--- src/hdl/sparse_fiber_matrix_accumulate_macros.svh ---
// Assertion macros shared by the sparse fiber accumulate RTL.
// Expects clk and rst_n in the scope of each use.
`ifndef SPARSE_FIBER_MATRIX_ACCUMULATE_MACROS_SVH
`define SPARSE_FIBER_MATRIX_ACCUMULATE_MACROS_SVH

// check in the same cycle
`define SFMA_ASSERT_NOW(lbl, ante, cons, msg) \
  lbl: assert property (@(posedge clk) disable iff (!rst_n) (ante) |-> (cons)) else $error(msg);

// check in the next cycle
`define SFMA_ASSERT_NEXT(lbl, ante, cons, msg) \
  lbl: assert property (@(posedge clk) disable iff (!rst_n) (ante) |=> (cons)) else $error(msg);

`endif

--- src/hdl/sfma_pkg.sv ---
// Package for the sparse fiber matrix accumulate block: types, constants, helpers.
// No dependencies.
package sfma_pkg;

  localparam int MAX_ROWS_DEF = 256;
  localparam int MAX_COLS_DEF = 16;
  localparam int DATA_W       = 32;
  localparam int ACC_W        = 48;
  localparam int ACC_DEPTH    = 16;
  localparam int ACC_AW       = 4;
  localparam int CFG_W        = 5;
  localparam logic [CFG_W-1:0] CFG_COLS_RESET = 5'd16;

  localparam logic CMD_LOAD    = 1'b0;
  localparam logic CMD_NONZERO = 1'b1;

  typedef struct packed {
    logic                     command;
    logic [7:0]               row_index;
    logic [3:0]               col_index;
    logic signed [DATA_W-1:0] data_value;
    logic                     fiber_end;
  } in_item_t;

  typedef struct packed {
    logic [3:0]               out_col;
    logic signed [DATA_W-1:0] out_value;
    logic                     out_last;
  } out_item_t;

  typedef struct packed {
    logic              rd_en;
    logic [ACC_AW-1:0] rd_addr;
    logic              wr_en;
    logic [ACC_AW-1:0] wr_addr;
    logic [ACC_W-1:0]  wr_data;
    logic              clr;
  } acc_req_t;

  typedef enum logic [2:0] {
    ST_IDLE,
    ST_MAC,
    ST_DRAIN,
    ST_EMIT_RD,
    ST_EMIT_WR
  } seq_state_t;

  function automatic logic [DATA_W-1:0] sat48(input logic [ACC_W-1:0] a);
    logic [ACC_W-DATA_W:0] top;
    top = a[ACC_W-1:DATA_W-1];
    if (top == '0 || top == '1) begin
      return a[DATA_W-1:0];
    end else if (a[ACC_W-1]) begin
      return {1'b1, {(DATA_W-1){1'b0}}};
    end else begin
      return {1'b0, {(DATA_W-1){1'b1}}};
    end
  endfunction

endpackage

--- src/hdl/sfma_acc_mem.sv ---
// Accumulator row storage with per-entry valid bits; invalid entries read as zero.
// Depends on sfma_pkg.
module sfma_acc_mem
  import sfma_pkg::*;
(
  input  logic             clk,
  input  logic             rst_n,
  input  acc_req_t         req,
  output logic [ACC_W-1:0] rd_data
);

  logic [ACC_W-1:0]     mem [ACC_DEPTH];
  logic [ACC_DEPTH-1:0] vld_r;
  logic [ACC_W-1:0]     rd_data_r;

  always_ff @(posedge clk) begin
    if (req.wr_en) begin
      mem[req.wr_addr] <= req.wr_data;
    end
  end

  always_ff @(posedge clk) begin
    if (!rst_n) begin
      vld_r <= '0;
    end else if (req.clr) begin
      vld_r <= '0;
    end else if (req.wr_en) begin
      vld_r[req.wr_addr] <= 1'b1;
    end
  end

  always_ff @(posedge clk) begin
    if (req.rd_en) begin
      rd_data_r <= vld_r[req.rd_addr] ? mem[req.rd_addr] : '0;
    end
  end

  assign rd_data = rd_data_r;

endmodule

--- config.mk ---
export PLATFORM = sky130hd
export DESIGN_NAME = sfma_acc_mem
export DESIGN_NICKNAME = d
export VERILOG_FILES = /design/src/hdl/sparse_fiber_matrix_accumulate_macros.svh /design/src/hdl/sfma_pkg.sv /design/src/hdl/sfma_acc_mem.sv
export SDC_FILE = /design/constraint.sdc
export NUM_CORES = 1
export LEC_CHECK = 0
export BUFFER_PORTS_ARGS = -buffer_cell sky130_fd_sc_hd__buf_2
export CAP_MARGIN = 40
export CORE_MARGIN = 4
export CORE_UTILIZATION = 61
export CTS_CLUSTER_DIAMETER = 80
export DETAILED_ROUTE_END_ITERATION = 8
export PLACE_DENSITY = 0.88
export SYNTH_ARGS = -nofsm -noshare
export SYNTH_HDL_FRONTEND = slang
export SYNTH_SLANG_ARGS = --single-unit
--- constraint.sdc ---
create_clock -name clk -period 6.6 [get_ports clk]
set_input_delay 0.66 -clock clk [delete_from_list [all_inputs] [get_ports clk]]
set_output_delay 0.66 -clock clk [all_outputs]
set_load 0.01 [all_outputs]
==> flow_summary.json <==
{
  "fmax_ghz": 0.3176,
  "drtAntennaViolNets": 0,
  "hpwl_um": 36340,
  "post_cts_buffers": 0,
  "synth_warnings": 0,
  "tightest_slew_ps": 874.6,
  "total_power_mw": 10.95,
  "ys_types": 22,
  "slew_violations": 0,
  "finalWorstSetupSlack_ps": 3452,
  "vias": 15310,
  "drtIter0Drc": 2583,
  "fin_nets": 1519,
  "worstHoldEndpoint": "mem[3][0]",
  "cts-root-buf": "clkbuf_16",
  "powerDensity_nw_per_um2": 310.8,
  "hold_ws_ps": 416.3,
  "h-tree-depth": 3,
  "r2r_setup_slack_ps": 3840,
  "tns_ps": 0,
  "hold_buffers": 0,
  "relSlewSlack": 0.4169,
  "ir_worst_vdd_uv": 206.0,
  "rsz0062_at_grt": "no",
  "row_count": 82,
  "leakagePower_nw": 11.18,
  "yosys_register_bits": 832,
  "area_growth_pct": 14.37,
  "mostFrequentLayoutCell": "edfxtp_1",
  "max_stage_delay_ps": 680,
  "start_util": 0.6154,
  "pre_cts_ws_ps": 2844,
  "grt_pass1_vias": 16000,
  "route.detailed.drc": 0,
  "syn_nets": 1352,
  "dr.pass1.iters": 5,
  "r2r-start": "vld_r[13]",
  "clock_latency_ps": 620,
  "ys_seq_area_frac": 0.8056,
  "numCtsBuffers": 79,
  "arrival_ps": 3470,
  "path_clk_slew_ps": 70,
  "maxCapViolations": 0,
  "clk_path_buf_depth": 3,
  "antenna_found_initial": 7,
  "hp-class": "input pin to flip-flop",
  "finalHoldViolCount": 0,
  "worstPathCellList": "buf_8 > mux4_2 > a22o_1 > nor2_4 > buf_4 > a21oi_1",
  "status": "complete, no violations",
  "r2r-end": "rd_data[28]",
  "grt_pass1_wl_um": 111200,
  "cts_tree": "done",
  "cts-resized-gates": 0,
  "fin_crit_ps": 3148,
  "avgSynthCellArea_um2": 23.87,
  "overflow": 0,
  "place_congestion": 0.7095,
  "setup_violations": 0,
  "drive_above_1_share": 0.3175,
  "synth_cells": 1291,
  "portBuffers": 108,
  "cp.required_ps": 6920,
  "die_w_um": 232.8,
  "viasPerCell": 6.974,
  "crit_type": "input pin to flip-flop",
  "cp-end-kind": "flip-flop",
  "wl_per_cell_um": 35.00,
  "path_max_fanout": 58,
  "grt_max_degree": 75,
  "die_area_um2": 54170,
  "wirelength_um": 76830,
  "grt_usage": 0.2902,
  "core_area_um2": 50070,
  "clkSinkCount": 832,
  "clock_skew_ps": 26.20,
  "post-route-period-util": 0.4770,
  "syn_area_um2": 30810,
  "final_util": 0.7038,
  "ios": 109,
  "final_cell_mix": "edfxtp_1 (816), mux4_2 (196), buf_2 (106), a22oi_1 (96), clkbuf_16 (83)",
  "min_from": "req[1]",
  "ff2ff_path_depth": 5,
  "hold_depth": 1,
  "startpoint_type": "input pin",
  "die_y_um": 232.8,
  "slowest_stage": "nor2_4"
}
[cell type report]
cell class | instances | area (µm²)
Sequential cell | 832 | 24820
Fill cell | 2759 | 14830
Multi-Input combinational cell | 387 | 5797
Clock buffer | 102 | 2148
Timing Repair Buffer | 158 | 1250
Tap cell | 672 | 840.8
Clock inverter | 39 | 367.9
Antenna cell | 5 | 12.51
[cells in the mapped netlist, drive strengths merged]
cell type	number	share of area
a21oi	48	0.0078
mux4	196	0.14
buf	38	0.0066
o21a	16	0.0039
nand2	1	0.00012
clkbuf	34	0.0041
nor3	4	0.00065
and2	1	0.00020
a22oi	96	0.023
a22o	2	0.00057
nand2b	2	0.00041
dfxtp	16	0.010
nor2b	3	0.00061
edfxtp	816	0.80
or3b	1	0.00028
nand3	1	0.00016
nand3b	2	0.00049
nor2	14	0.0018
[sequential cells by signal, indices dropped and copies added, names as in the netlist]
register,cells
rd_data,48
mem,768
vld_r,16
[layer usage]
layer,GRT usage,share of wire,vias up
met4,0.1115,0.036,8
met5,0,0.00062,-
met2,0.4738,0.50,1332
li1,-,-,5909
met1,0.3964,0.34,7868
met3,0.05803,0.12,190
[kinds of logic after synthesis]
family                 count (synthesis)  share of synthesized area
multiplexers                         196                     0.1433
flip-flops                           832                     0.8056
AND/OR/NAND/NOR                       29                   0.004710
AO/OA/AOI/OAI                        162                    0.03565
buffers and inverters                 72                    0.01076
[stage by stage]
step / cell area, µm² / instances
after global routing: 35240 / 2193
after global placement: 32240 / 2029
final: 35240 / 2195
after detailed placement: 32710 / 2049
after CTS: 35230 / 2190
after floorplan: 30810 / 1291
[worst max-delay path by stage]
stage / startpoint / end / slack (ps) / depth (start not counted)
after CTS: req[54] / rd_data[28] / 3490 / 6
after floorplan: req[51] / mem[0][0] / 1580 / 2
after global placement: req[54] / rd_data[41] / 2950 / 6
after detailed placement: req[54] / rd_data[32] / 2840 / 6
after global routing: req[54] / rd_data[28] / 3340 / 6
final: req[54] / rd_data[28] / 3450 / 6
[report_power, final]
group          internal [mW]  switching, mW
Clock                   2.57           1.93
Combinational          0.196          0.305
Sequential              5.91         0.0388
Total                   8.68           2.27
[critical path, delay by kind of cell]
family,cells,cell delay (ps)
and+or+nand+nor,1,680
AOI/OAI and AO/OA,2,420
buffers and inverters,2,1030
muxes,1,590
Power figures use the tool's default switching activity.
