**config.mk**
```make
export PLATFORM = sky130hd
export DESIGN_NAME = sfma_seq
export DESIGN_NICKNAME = d
export VERILOG_FILES = /design/src/hdl/sfma_pkg.sv /design/src/hdl/sfma_seq.sv
export VERILOG_INCLUDE_DIRS = /design/src /design/src/hdl
export SDC_FILE = /design/constraint.sdc
export NUM_CORES = 2
export LEC_CHECK = 0
export BUFFER_PORTS_ARGS = -buffer_cell sky130_fd_sc_hd__clkbuf_2
export CAP_MARGIN = 20
export CORE_MARGIN = 2
export CORE_UTILIZATION = 45
export CTS_BUF_LIST = sky130_fd_sc_hd__clkbuf_4 sky130_fd_sc_hd__clkbuf_8 sky130_fd_sc_hd__clkbuf_16
export CTS_CLUSTER_DIAMETER = 150
export CTS_CLUSTER_SIZE = 30
export DETAILED_ROUTE_END_ITERATION = 16
export PLACE_DENSITY = 0.59
export SETUP_SLACK_MARGIN = 0.5
export SYNTH_ARGS = -nofsm -noshare
export SYNTH_HDL_FRONTEND = slang
export SYNTH_SLANG_ARGS = --single-unit
```
**constraint.sdc**
```tcl
create_clock -name clk -period 17.8 [get_ports clk]
set_clock_uncertainty 0.2 [all_clocks]
set_input_delay 4.45 -clock clk [delete_from_list [all_inputs] [get_ports clk]]
set_output_delay 4.45 -clock clk [all_outputs]
set_load 0.05 [all_outputs]
```
**src/hdl/sparse_fiber_matrix_accumulate_macros.svh**
```systemverilog
// Assertion macros shared by the sparse fiber accumulate RTL.
// Expects clk and rst_n in the scope of each use.
`ifndef SPARSE_FIBER_MATRIX_ACCUMULATE_MACROS_SVH
`define SPARSE_FIBER_MATRIX_ACCUMULATE_MACROS_SVH

// check in the same cycle
`define SFMA_ASSERT_NOW(lbl, ante, cons, msg) \
  lbl: assert property (@(posedge clk) disable iff (!rst_n) (ante) |-> (cons)) else $error(msg);

// check in the next cycle
`define SFMA_ASSERT_NEXT(lbl, ante, cons, msg) \
  lbl: assert property (@(posedge clk) disable iff (!rst_n) (ante) |=> (cons)) else $error(msg);

`endif

```
**src/hdl/sfma_pkg.sv**
```systemverilog
// Package for the sparse fiber matrix accumulate block: types, constants, helpers.
// No dependencies.
package sfma_pkg;

  localparam int MAX_ROWS_DEF = 256;
  localparam int MAX_COLS_DEF = 16;
  localparam int DATA_W       = 32;
  localparam int ACC_W        = 48;
  localparam int ACC_DEPTH    = 16;
  localparam int ACC_AW       = 4;
  localparam int CFG_W        = 5;
  localparam logic [CFG_W-1:0] CFG_COLS_RESET = 5'd16;

  localparam logic CMD_LOAD    = 1'b0;
  localparam logic CMD_NONZERO = 1'b1;

  typedef struct packed {
    logic                     command;
    logic [7:0]               row_index;
    logic [3:0]               col_index;
    logic signed [DATA_W-1:0] data_value;
    logic                     fiber_end;
  } in_item_t;

  typedef struct packed {
    logic [3:0]               out_col;
    logic signed [DATA_W-1:0] out_value;
    logic                     out_last;
  } out_item_t;

  typedef struct packed {
    logic              rd_en;
    logic [ACC_AW-1:0] rd_addr;
    logic              wr_en;
    logic [ACC_AW-1:0] wr_addr;
    logic [ACC_W-1:0]  wr_data;
    logic              clr;
  } acc_req_t;

  typedef enum logic [2:0] {
    ST_IDLE,
    ST_MAC,
    ST_DRAIN,
    ST_EMIT_RD,
    ST_EMIT_WR
  } seq_state_t;

  function automatic logic [DATA_W-1:0] sat48(input logic [ACC_W-1:0] a);
    logic [ACC_W-DATA_W:0] top;
    top = a[ACC_W-1:DATA_W-1];
    if (top == '0 || top == '1) begin
      return a[DATA_W-1:0];
    end else if (a[ACC_W-1]) begin
      return {1'b1, {(DATA_W-1){1'b0}}};
    end else begin
      return {1'b0, {(DATA_W-1){1'b1}}};
    end
  endfunction

endpackage

```
**src/hdl/sfma_seq.sv**
```systemverilog
// Sequencer: column count register, multiply-accumulate pipeline, emit and output register.
// Depends on sfma_pkg and the assertion macro header.
`include "sparse_fiber_matrix_accumulate_macros.svh"
module sfma_seq
  import sfma_pkg::*;
#(
  parameter int MAX_ROWS = MAX_ROWS_DEF,
  parameter int MAX_COLS = MAX_COLS_DEF,
  localparam int WAW = (MAX_ROWS * MAX_COLS > 1) ? $clog2(MAX_ROWS * MAX_COLS) : 1
) (
  input  logic              clk,
  input  logic              rst_n,
  input  logic              in_valid,
  output logic              in_ready,
  input  in_item_t          in_data,
  output logic              out_valid,
  input  logic              out_ready,
  output out_item_t         out_data,
  input  logic              cfg_we,
  input  logic [CFG_W-1:0]  cfg_wdata,
  output logic              w_wr_en,
  output logic [WAW-1:0]    w_wr_addr,
  output logic [DATA_W-1:0] w_wr_data,
  output logic              w_rd_en,
  output logic [WAW-1:0]    w_rd_addr,
  input  logic [DATA_W-1:0] w_rd_data,
  output acc_req_t          acc_req,
  input  logic [ACC_W-1:0]  acc_rd_data
);

  localparam int COL_LIMIT = (MAX_COLS < ACC_DEPTH) ? MAX_COLS : ACC_DEPTH;

  seq_state_t               state_r, state_nxt;
  logic [ACC_AW-1:0]        k_r, k_nxt;
  logic [CFG_W-1:0]         cols_r;
  logic [CFG_W-1:0]         n_eff;
  logic                     k_last;
  logic [7:0]               row_r;
  logic signed [DATA_W-1:0] x_r;
  logic                     end_r;
  logic                     s1_v_r, s2_v_r;
  logic [ACC_AW-1:0]        s1_col_r, s2_col_r;
  logic signed [63:0]       prod_r;
  logic [ACC_W-1:0]         acc_hold_r;
  out_item_t                out_r;
  logic                     out_valid_r;
  logic                     out_load;
  logic                     in_take;
  logic                     row_ok;
  logic                     load_ok;

  always_comb begin
    if (cols_r == '0) begin
      n_eff = CFG_W'(1);
    end else if (int'(cols_r) > COL_LIMIT) begin
      n_eff = CFG_W'(COL_LIMIT);
    end else begin
      n_eff = cols_r;
    end
  end

  assign k_last  = ({1'b0, k_r} == (n_eff - CFG_W'(1)));
  assign row_ok  = int'(in_data.row_index) < MAX_ROWS;
  assign load_ok = row_ok && (int'(in_data.col_index) < MAX_COLS);
  assign in_take = in_valid && in_ready;

  assign w_wr_en   = in_take && (in_data.command == CMD_LOAD) && load_ok;
  assign w_wr_addr = WAW'(int'(in_data.row_index) * MAX_COLS + int'(in_data.col_index));
  assign w_wr_data = in_data.data_value;
  assign w_rd_addr = WAW'(int'(row_r) * MAX_COLS + int'(k_r));

  always_ff @(posedge clk) begin
    if (!rst_n) begin
      state_r <= ST_IDLE;
      k_r     <= '0;
      cols_r  <= CFG_COLS_RESET;
    end else begin
      state_r <= state_nxt;
      k_r     <= k_nxt;
      if (cfg_we) begin
        cols_r <= cfg_wdata;
      end
    end
  end

  always_comb begin
    state_nxt        = state_r;
    k_nxt            = k_r;
    in_ready         = 1'b0;
    w_rd_en          = 1'b0;
    out_load         = 1'b0;
    acc_req          = '0;
    acc_req.wr_en    = s2_v_r;
    acc_req.wr_addr  = s2_col_r;
    acc_req.wr_data  = acc_hold_r + prod_r[63:16];
    unique case (state_r)
      ST_IDLE: begin
        in_ready = 1'b1;
        k_nxt    = '0;
        if (in_valid && in_data.command == CMD_NONZERO) begin
          if (row_ok) begin
            state_nxt = ST_MAC;
          end else if (in_data.fiber_end) begin
            state_nxt = ST_EMIT_RD;
          end
        end
      end
      ST_MAC: begin
        w_rd_en         = 1'b1;
        acc_req.rd_en   = 1'b1;
        acc_req.rd_addr = k_r;
        if (k_last) begin
          k_nxt     = '0;
          state_nxt = ST_DRAIN;
        end else begin
          k_nxt = k_r + ACC_AW'(1);
        end
      end
      ST_DRAIN: begin
        if (!s1_v_r && !s2_v_r) begin
          state_nxt = end_r ? ST_EMIT_RD : ST_IDLE;
        end
      end
      ST_EMIT_RD: begin
        acc_req.rd_en   = 1'b1;
        acc_req.rd_addr = k_r;
        state_nxt       = ST_EMIT_WR;
      end
      ST_EMIT_WR: begin
        if (!out_valid_r || out_ready) begin
          out_load = 1'b1;
          if (k_last) begin
            acc_req.clr = 1'b1;
            k_nxt       = '0;
            state_nxt   = ST_IDLE;
          end else begin
            k_nxt     = k_r + ACC_AW'(1);
            state_nxt = ST_EMIT_RD;
          end
        end
      end
      default: begin
        state_nxt = ST_IDLE;
      end
    endcase
  end

  always_ff @(posedge clk) begin
    if (in_take && in_data.command == CMD_NONZERO) begin
      row_r <= in_data.row_index;
      x_r   <= in_data.data_value;
      end_r <= in_data.fiber_end;
    end
    s1_col_r   <= k_r;
    s2_col_r   <= s1_col_r;
    prod_r     <= x_r * $signed(w_rd_data);
    acc_hold_r <= acc_rd_data;
    if (out_load) begin
      out_r.out_col   <= k_r;
      out_r.out_value <= sat48(acc_rd_data);
      out_r.out_last  <= k_last;
    end
  end

  always_ff @(posedge clk) begin
    if (!rst_n) begin
      s1_v_r      <= 1'b0;
      s2_v_r      <= 1'b0;
      out_valid_r <= 1'b0;
    end else begin
      s1_v_r <= (state_r == ST_MAC);
      s2_v_r <= s1_v_r;
      if (out_load) begin
        out_valid_r <= 1'b1;
      end else if (out_ready) begin
        out_valid_r <= 1'b0;
      end
    end
  end

  assign out_valid = out_valid_r;
  assign out_data  = out_r;

  `SFMA_ASSERT_NOW(a_idle_drained, in_ready, !s1_v_r && !s2_v_r, "transaction accepted with MAC in flight")
  `SFMA_ASSERT_NOW(a_clr_no_wr, acc_req.clr, !acc_req.wr_en, "accumulator clear collides with write")
  `SFMA_ASSERT_NOW(a_emit_fresh, state_r == ST_EMIT_WR, $past(state_r) == ST_EMIT_RD || $past(state_r) == ST_EMIT_WR, "emit without accumulator read")
  `SFMA_ASSERT_NEXT(a_clr_idle, acc_req.clr, state_r == ST_IDLE && !s1_v_r && out_valid_r, "fiber end did not return to idle")

endmodule

```
==> results.yml <==
critical_path:
  r2r-start: "x_r[15]"
  crit_type: "primary input to flop"
  cp_max_fo: 32
  start_kind: "primary input"
  cp_data_arrival_time_ns: 13.03
  worstPathRequired_ns: 18.02
  worst_r2r_endpoint: "prod_r[59]"
  r2r_cells: 24
  timing.critical_path.to_type: "flop"
  reg2reg_slack_ns: 8.86
global_routing:
  globalRouteMet2Util_pct: 45.77
  groute.layer.met3.usage_pct: 2.675
  grt.overflow.total: 0
  grt_first_pass_wirelength_um: 193400
  groute.layer.met1.usage_pct: 30.09
  antenna_found_initial: 1
  grt.total_usage_pct: 25.03
  gr-max-usage-layer: "met2"
  grt_max_degree: 42
  via_count_of_the_first_global_routing_pass: 34000
clock_tree:
  clkSlewWorstSetupHoldPaths_ns: 0.09
  cts-buffers-inserted: 17
  clock_tree.htree_level_count: 4
  later_pin_clock_latency_in_the_skew_report_ns: 0.53
  cts_hold_buffers: 0
  post_cts.resized_instances: 0
  clock_tree.root_cell: "sky130_fd_sc_hd__clkbuf_16"
  clock_sinks: 197
  clock_tree.buffer_depth: 2
  cts_setup_buffers: 0
  tritoncts: "done"
final_layout:
  sequential_cell_area_um2: 4725
  area_added_between_synthesis_and_finish_pct: 6.546
  fraction_of_layout_instances_using_a_drive_strength_above_1_pct: 8.432
  nFillCells: 9321
  layout.cells.most_common_list: "sky130_fd_sc_hd__fa_1 (1082), sky130_fd_sc_hd__inv_1 (1057), sky130_fd_sc_hd__nand2_1 (552), sky130_fd_sc_hd__and2_1 (517), sky130_fd_sc_hd__clkbuf_2 (283)"
  commonest_non_fill_non_tap_cell_in_the_layout: "sky130_fd_sc_hd__fa_1"
  final_net_count: 6142
  finalNonFillerCells: 5996
  multi_input_combinational_cell_area_um2: 34430
logic_synthesis:
  synth_top_family_by_area: "adder cells"
  ys_ff_latch: 197
  number_of_enable_flip_flop_cells_after_synthesis: 78
  number_of_unique_standard_cell_types_used_by_synthesis: 71
  postSynth.topFlopCell: "sky130_fd_sc_hd__dfxtp_1"
  cell_count_after_synthesis: 4606
  synth_area_in_adders_pct: 55.38
  post_synth_mux_area_share_pct: 0.1836
  synth_compound_area_share_pct: 5.295
  synth-simple-area-share_pct: 14.85
  seq_total_area_yosys_pct: 10.67
  postSynthAreaPerCell_um2: 9.615
  share_of_async_settable_or_async_resettable_flops_after_synthesis_pct: 0
  number_of_synthesis_warnings: 0
  yosys.area_share.xor_xnor_pct: 1.997
  synth.cell_area_um2: 44290
  synth.net_count: 6053
routing:
  routed_wire_length_per_instance_um: 19.98
  detail_route.drc_violations: 0
  route.final.wire_length_um: 119800
  ant_nets: 0
  drt_iter0_drc: 1591
  dr_total_vias: 30830
  via_density_per_instance: 5.142
  first_pass_iters: 8
min_path:
  hold_class: "flop to flop"
  worst_hold_startpoint: "s1_col_r[1]"
  holdPathStages: 0
  timing.hold.worst_endpoint: "s2_col_r[1]"
run_status:
  run_status: "complete, no violations"
floorplanning:
  placement_rows: 115
  initial_core_utilization_pct: 45.20
  io_pins: 292
  die_x_um: 317.7
  die-area_um2: 100900
  core_area_um2: 97990
  die_h_um: 317.7
timing:
  worst-slew-pin-transition_ns: 1.236
  finalSetupTns_ns: 0
  setup_repair_after_global_routing_missed_its_margin: "false"
  finalHoldViolations: 0
  whs_ns: 0.1269
  timing.final.crit_share_pct: 71.99
  setup_viol: 0
  timing.final.max_slew_violations: 0
  maxClockFrequency_mhz: 78.04
  slew_margin_rel_pct: 17.60
  period_minus_slack_ns: 12.81
placement:
  hpwl_um: 94150
  gp_congestion: 0.8965
  io_buffers: 283
  placedCellCount: 5963
run:
  cap_violations: 0
==> worst max path at each step <==
stage,from,to,slack [ns],cells past startpoint
final,w_rd_data[2],prod_r[59],4.99,23
after global routing,w_rd_data[2],prod_r[59],4.46,23
after CTS,w_rd_data[2],prod_r[59],5.05,23
after detailed placement,w_rd_data[2],prod_r[59],4.48,23
after global placement,w_rd_data[2],prod_r[59],4.61,23
after floorplan,w_rd_data[5],prod_r[59],5.79,27
==> synthesized netlist by cell type (6+ instances only) <==
| cell | count | area, µm² |
|---|---|---|
| sky130_fd_sc_hd__fa_1 | 1082 | 21660 |
| sky130_fd_sc_hd__inv_1 | 1057 | 3968 |
| sky130_fd_sc_hd__nand2_1 | 552 | 2072 |
| sky130_fd_sc_hd__and2_1 | 517 | 3234 |
| sky130_fd_sc_hd__ha_1 | 229 | 2865 |
| sky130_fd_sc_hd__clkbuf_1 | 218 | 818.3 |
| sky130_fd_sc_hd__dfxtp_1 | 119 | 2382 |
| sky130_fd_sc_hd__o21ai_0 | 89 | 445.4 |
| sky130_fd_sc_hd__nor2_1 | 88 | 330.3 |
| sky130_fd_sc_hd__a21oi_1 | 85 | 425.4 |
| sky130_fd_sc_hd__edfxtp_1 | 78 | 2342 |
| sky130_fd_sc_hd__xnor2_1 | 76 | 665.6 |
| sky130_fd_sc_hd__a21o_1 | 52 | 390.4 |
| sky130_fd_sc_hd__buf_4 | 46 | 345.3 |
| sky130_fd_sc_hd__nor3_1 | 28 | 140.1 |
| sky130_fd_sc_hd__xor2_1 | 25 | 219.0 |
| sky130_fd_sc_hd__nor2b_1 | 24 | 150.1 |
| sky130_fd_sc_hd__nand3_1 | 23 | 115.1 |
| sky130_fd_sc_hd__nand2b_1 | 18 | 112.6 |
| sky130_fd_sc_hd__o21bai_1 | 17 | 127.6 |
| sky130_fd_sc_hd__nand4_1 | 15 | 93.84 |
| sky130_fd_sc_hd__o21a_1 | 13 | 97.59 |
| sky130_fd_sc_hd__a211oi_1 | 10 | 75.07 |
| sky130_fd_sc_hd__a31oi_1 | 10 | 62.56 |
| sky130_fd_sc_hd__and3_1 | 10 | 62.56 |
| sky130_fd_sc_hd__o211ai_1 | 9 | 67.56 |
| sky130_fd_sc_hd__nor4_1 | 8 | 50.05 |
| sky130_fd_sc_hd__a221oi_1 | 7 | 61.31 |
| sky130_fd_sc_hd__mux2i_1 | 7 | 70.07 |
| sky130_fd_sc_hd__a21o_2 | 6 | 52.55 |
| sky130_fd_sc_hd__or3_1 | 6 | 37.54 |
==> worst max-delay path, stage by stage <==
cell	delay, ns
sky130_fd_sc_hd__clkbuf_2	0.46
sky130_fd_sc_hd__nand2_1	0.29
sky130_fd_sc_hd__inv_1	0.12
sky130_fd_sc_hd__fa_1	0.60
sky130_fd_sc_hd__fa_1	0.47
sky130_fd_sc_hd__fa_1	0.96
sky130_fd_sc_hd__inv_1	0.23
sky130_fd_sc_hd__fa_1	0.59
sky130_fd_sc_hd__inv_1	0.05
sky130_fd_sc_hd__fa_1	0.50
sky130_fd_sc_hd__inv_1	0.06
sky130_fd_sc_hd__fa_1	0.57
sky130_fd_sc_hd__fa_1	0.45
sky130_fd_sc_hd__fa_1	0.50
sky130_fd_sc_hd__inv_1	0.04
sky130_fd_sc_hd__ha_1	0.36
sky130_fd_sc_hd__and2_2	0.21
sky130_fd_sc_hd__nand2_1	0.16
sky130_fd_sc_hd__a2111oi_2	0.76
sky130_fd_sc_hd__o22ai_2	0.25
sky130_fd_sc_hd__o31ai_4	0.46
sky130_fd_sc_hd__mux2i_1	0.15
sky130_fd_sc_hd__a2111oi_2	0.33
==> stage by stage <==
stage	area, µm²	util (%)	setup slack (ns)
final	47190	48.15	4.987
after global routing	47180	48.15	4.459
after CTS	47180	48.15	5.053
after detailed placement	46550	47.50	4.475
after global placement	46550	47.50	4.615
after floorplan	44290	-	5.793
==> metal layers <==
metal | wire [µm] | vias to the layer above
li1 | - | 13720
met1 | 47370 | 16150
met2 | 62740 | 768
met3 | 4881 | 197
met4 | 4824 | 0
met5 | 0 | -
==> registers in the layout, indices dropped and copies added, names as in the netlist, 3 cells and up <==
register,count
acc_hold_r,48
cols_r,5
k_r,4
out_data,37
prod_r,48
row_r,8
s1_col_r,4
s2_col_r,4
state_r,3
x_r,32
==> cells by family (layout without fill, tap and decap cells) <==
group,after synthesis,after routing
buffers and inverters,1323,1425
adders and majority gates,1311,1311
and+or+nand+nor,1311,1311
AOI/OAI and AO/OA,355,355
DFF,197,197
xor gates and xnor gates,101,101
muxes,8,8
other,0,1
==> area by class of cell <==
cell class / count / area share (%)
clock buffer: 18 / 0.9175
multi-input combinational: 3086 / 72.97
inverter: 1057 / 8.408
antenna: 1 / 0.005303
sequential: 197 / 10.01
clock inverter: 14 / 0.4322
timing repair buffer: 336 / 3.845
tap: 1287 / 3.413
Power is left out: the tool's default activity adds up to more than one toggle a clock period on the data nets, which glitch-free logic cannot reach.
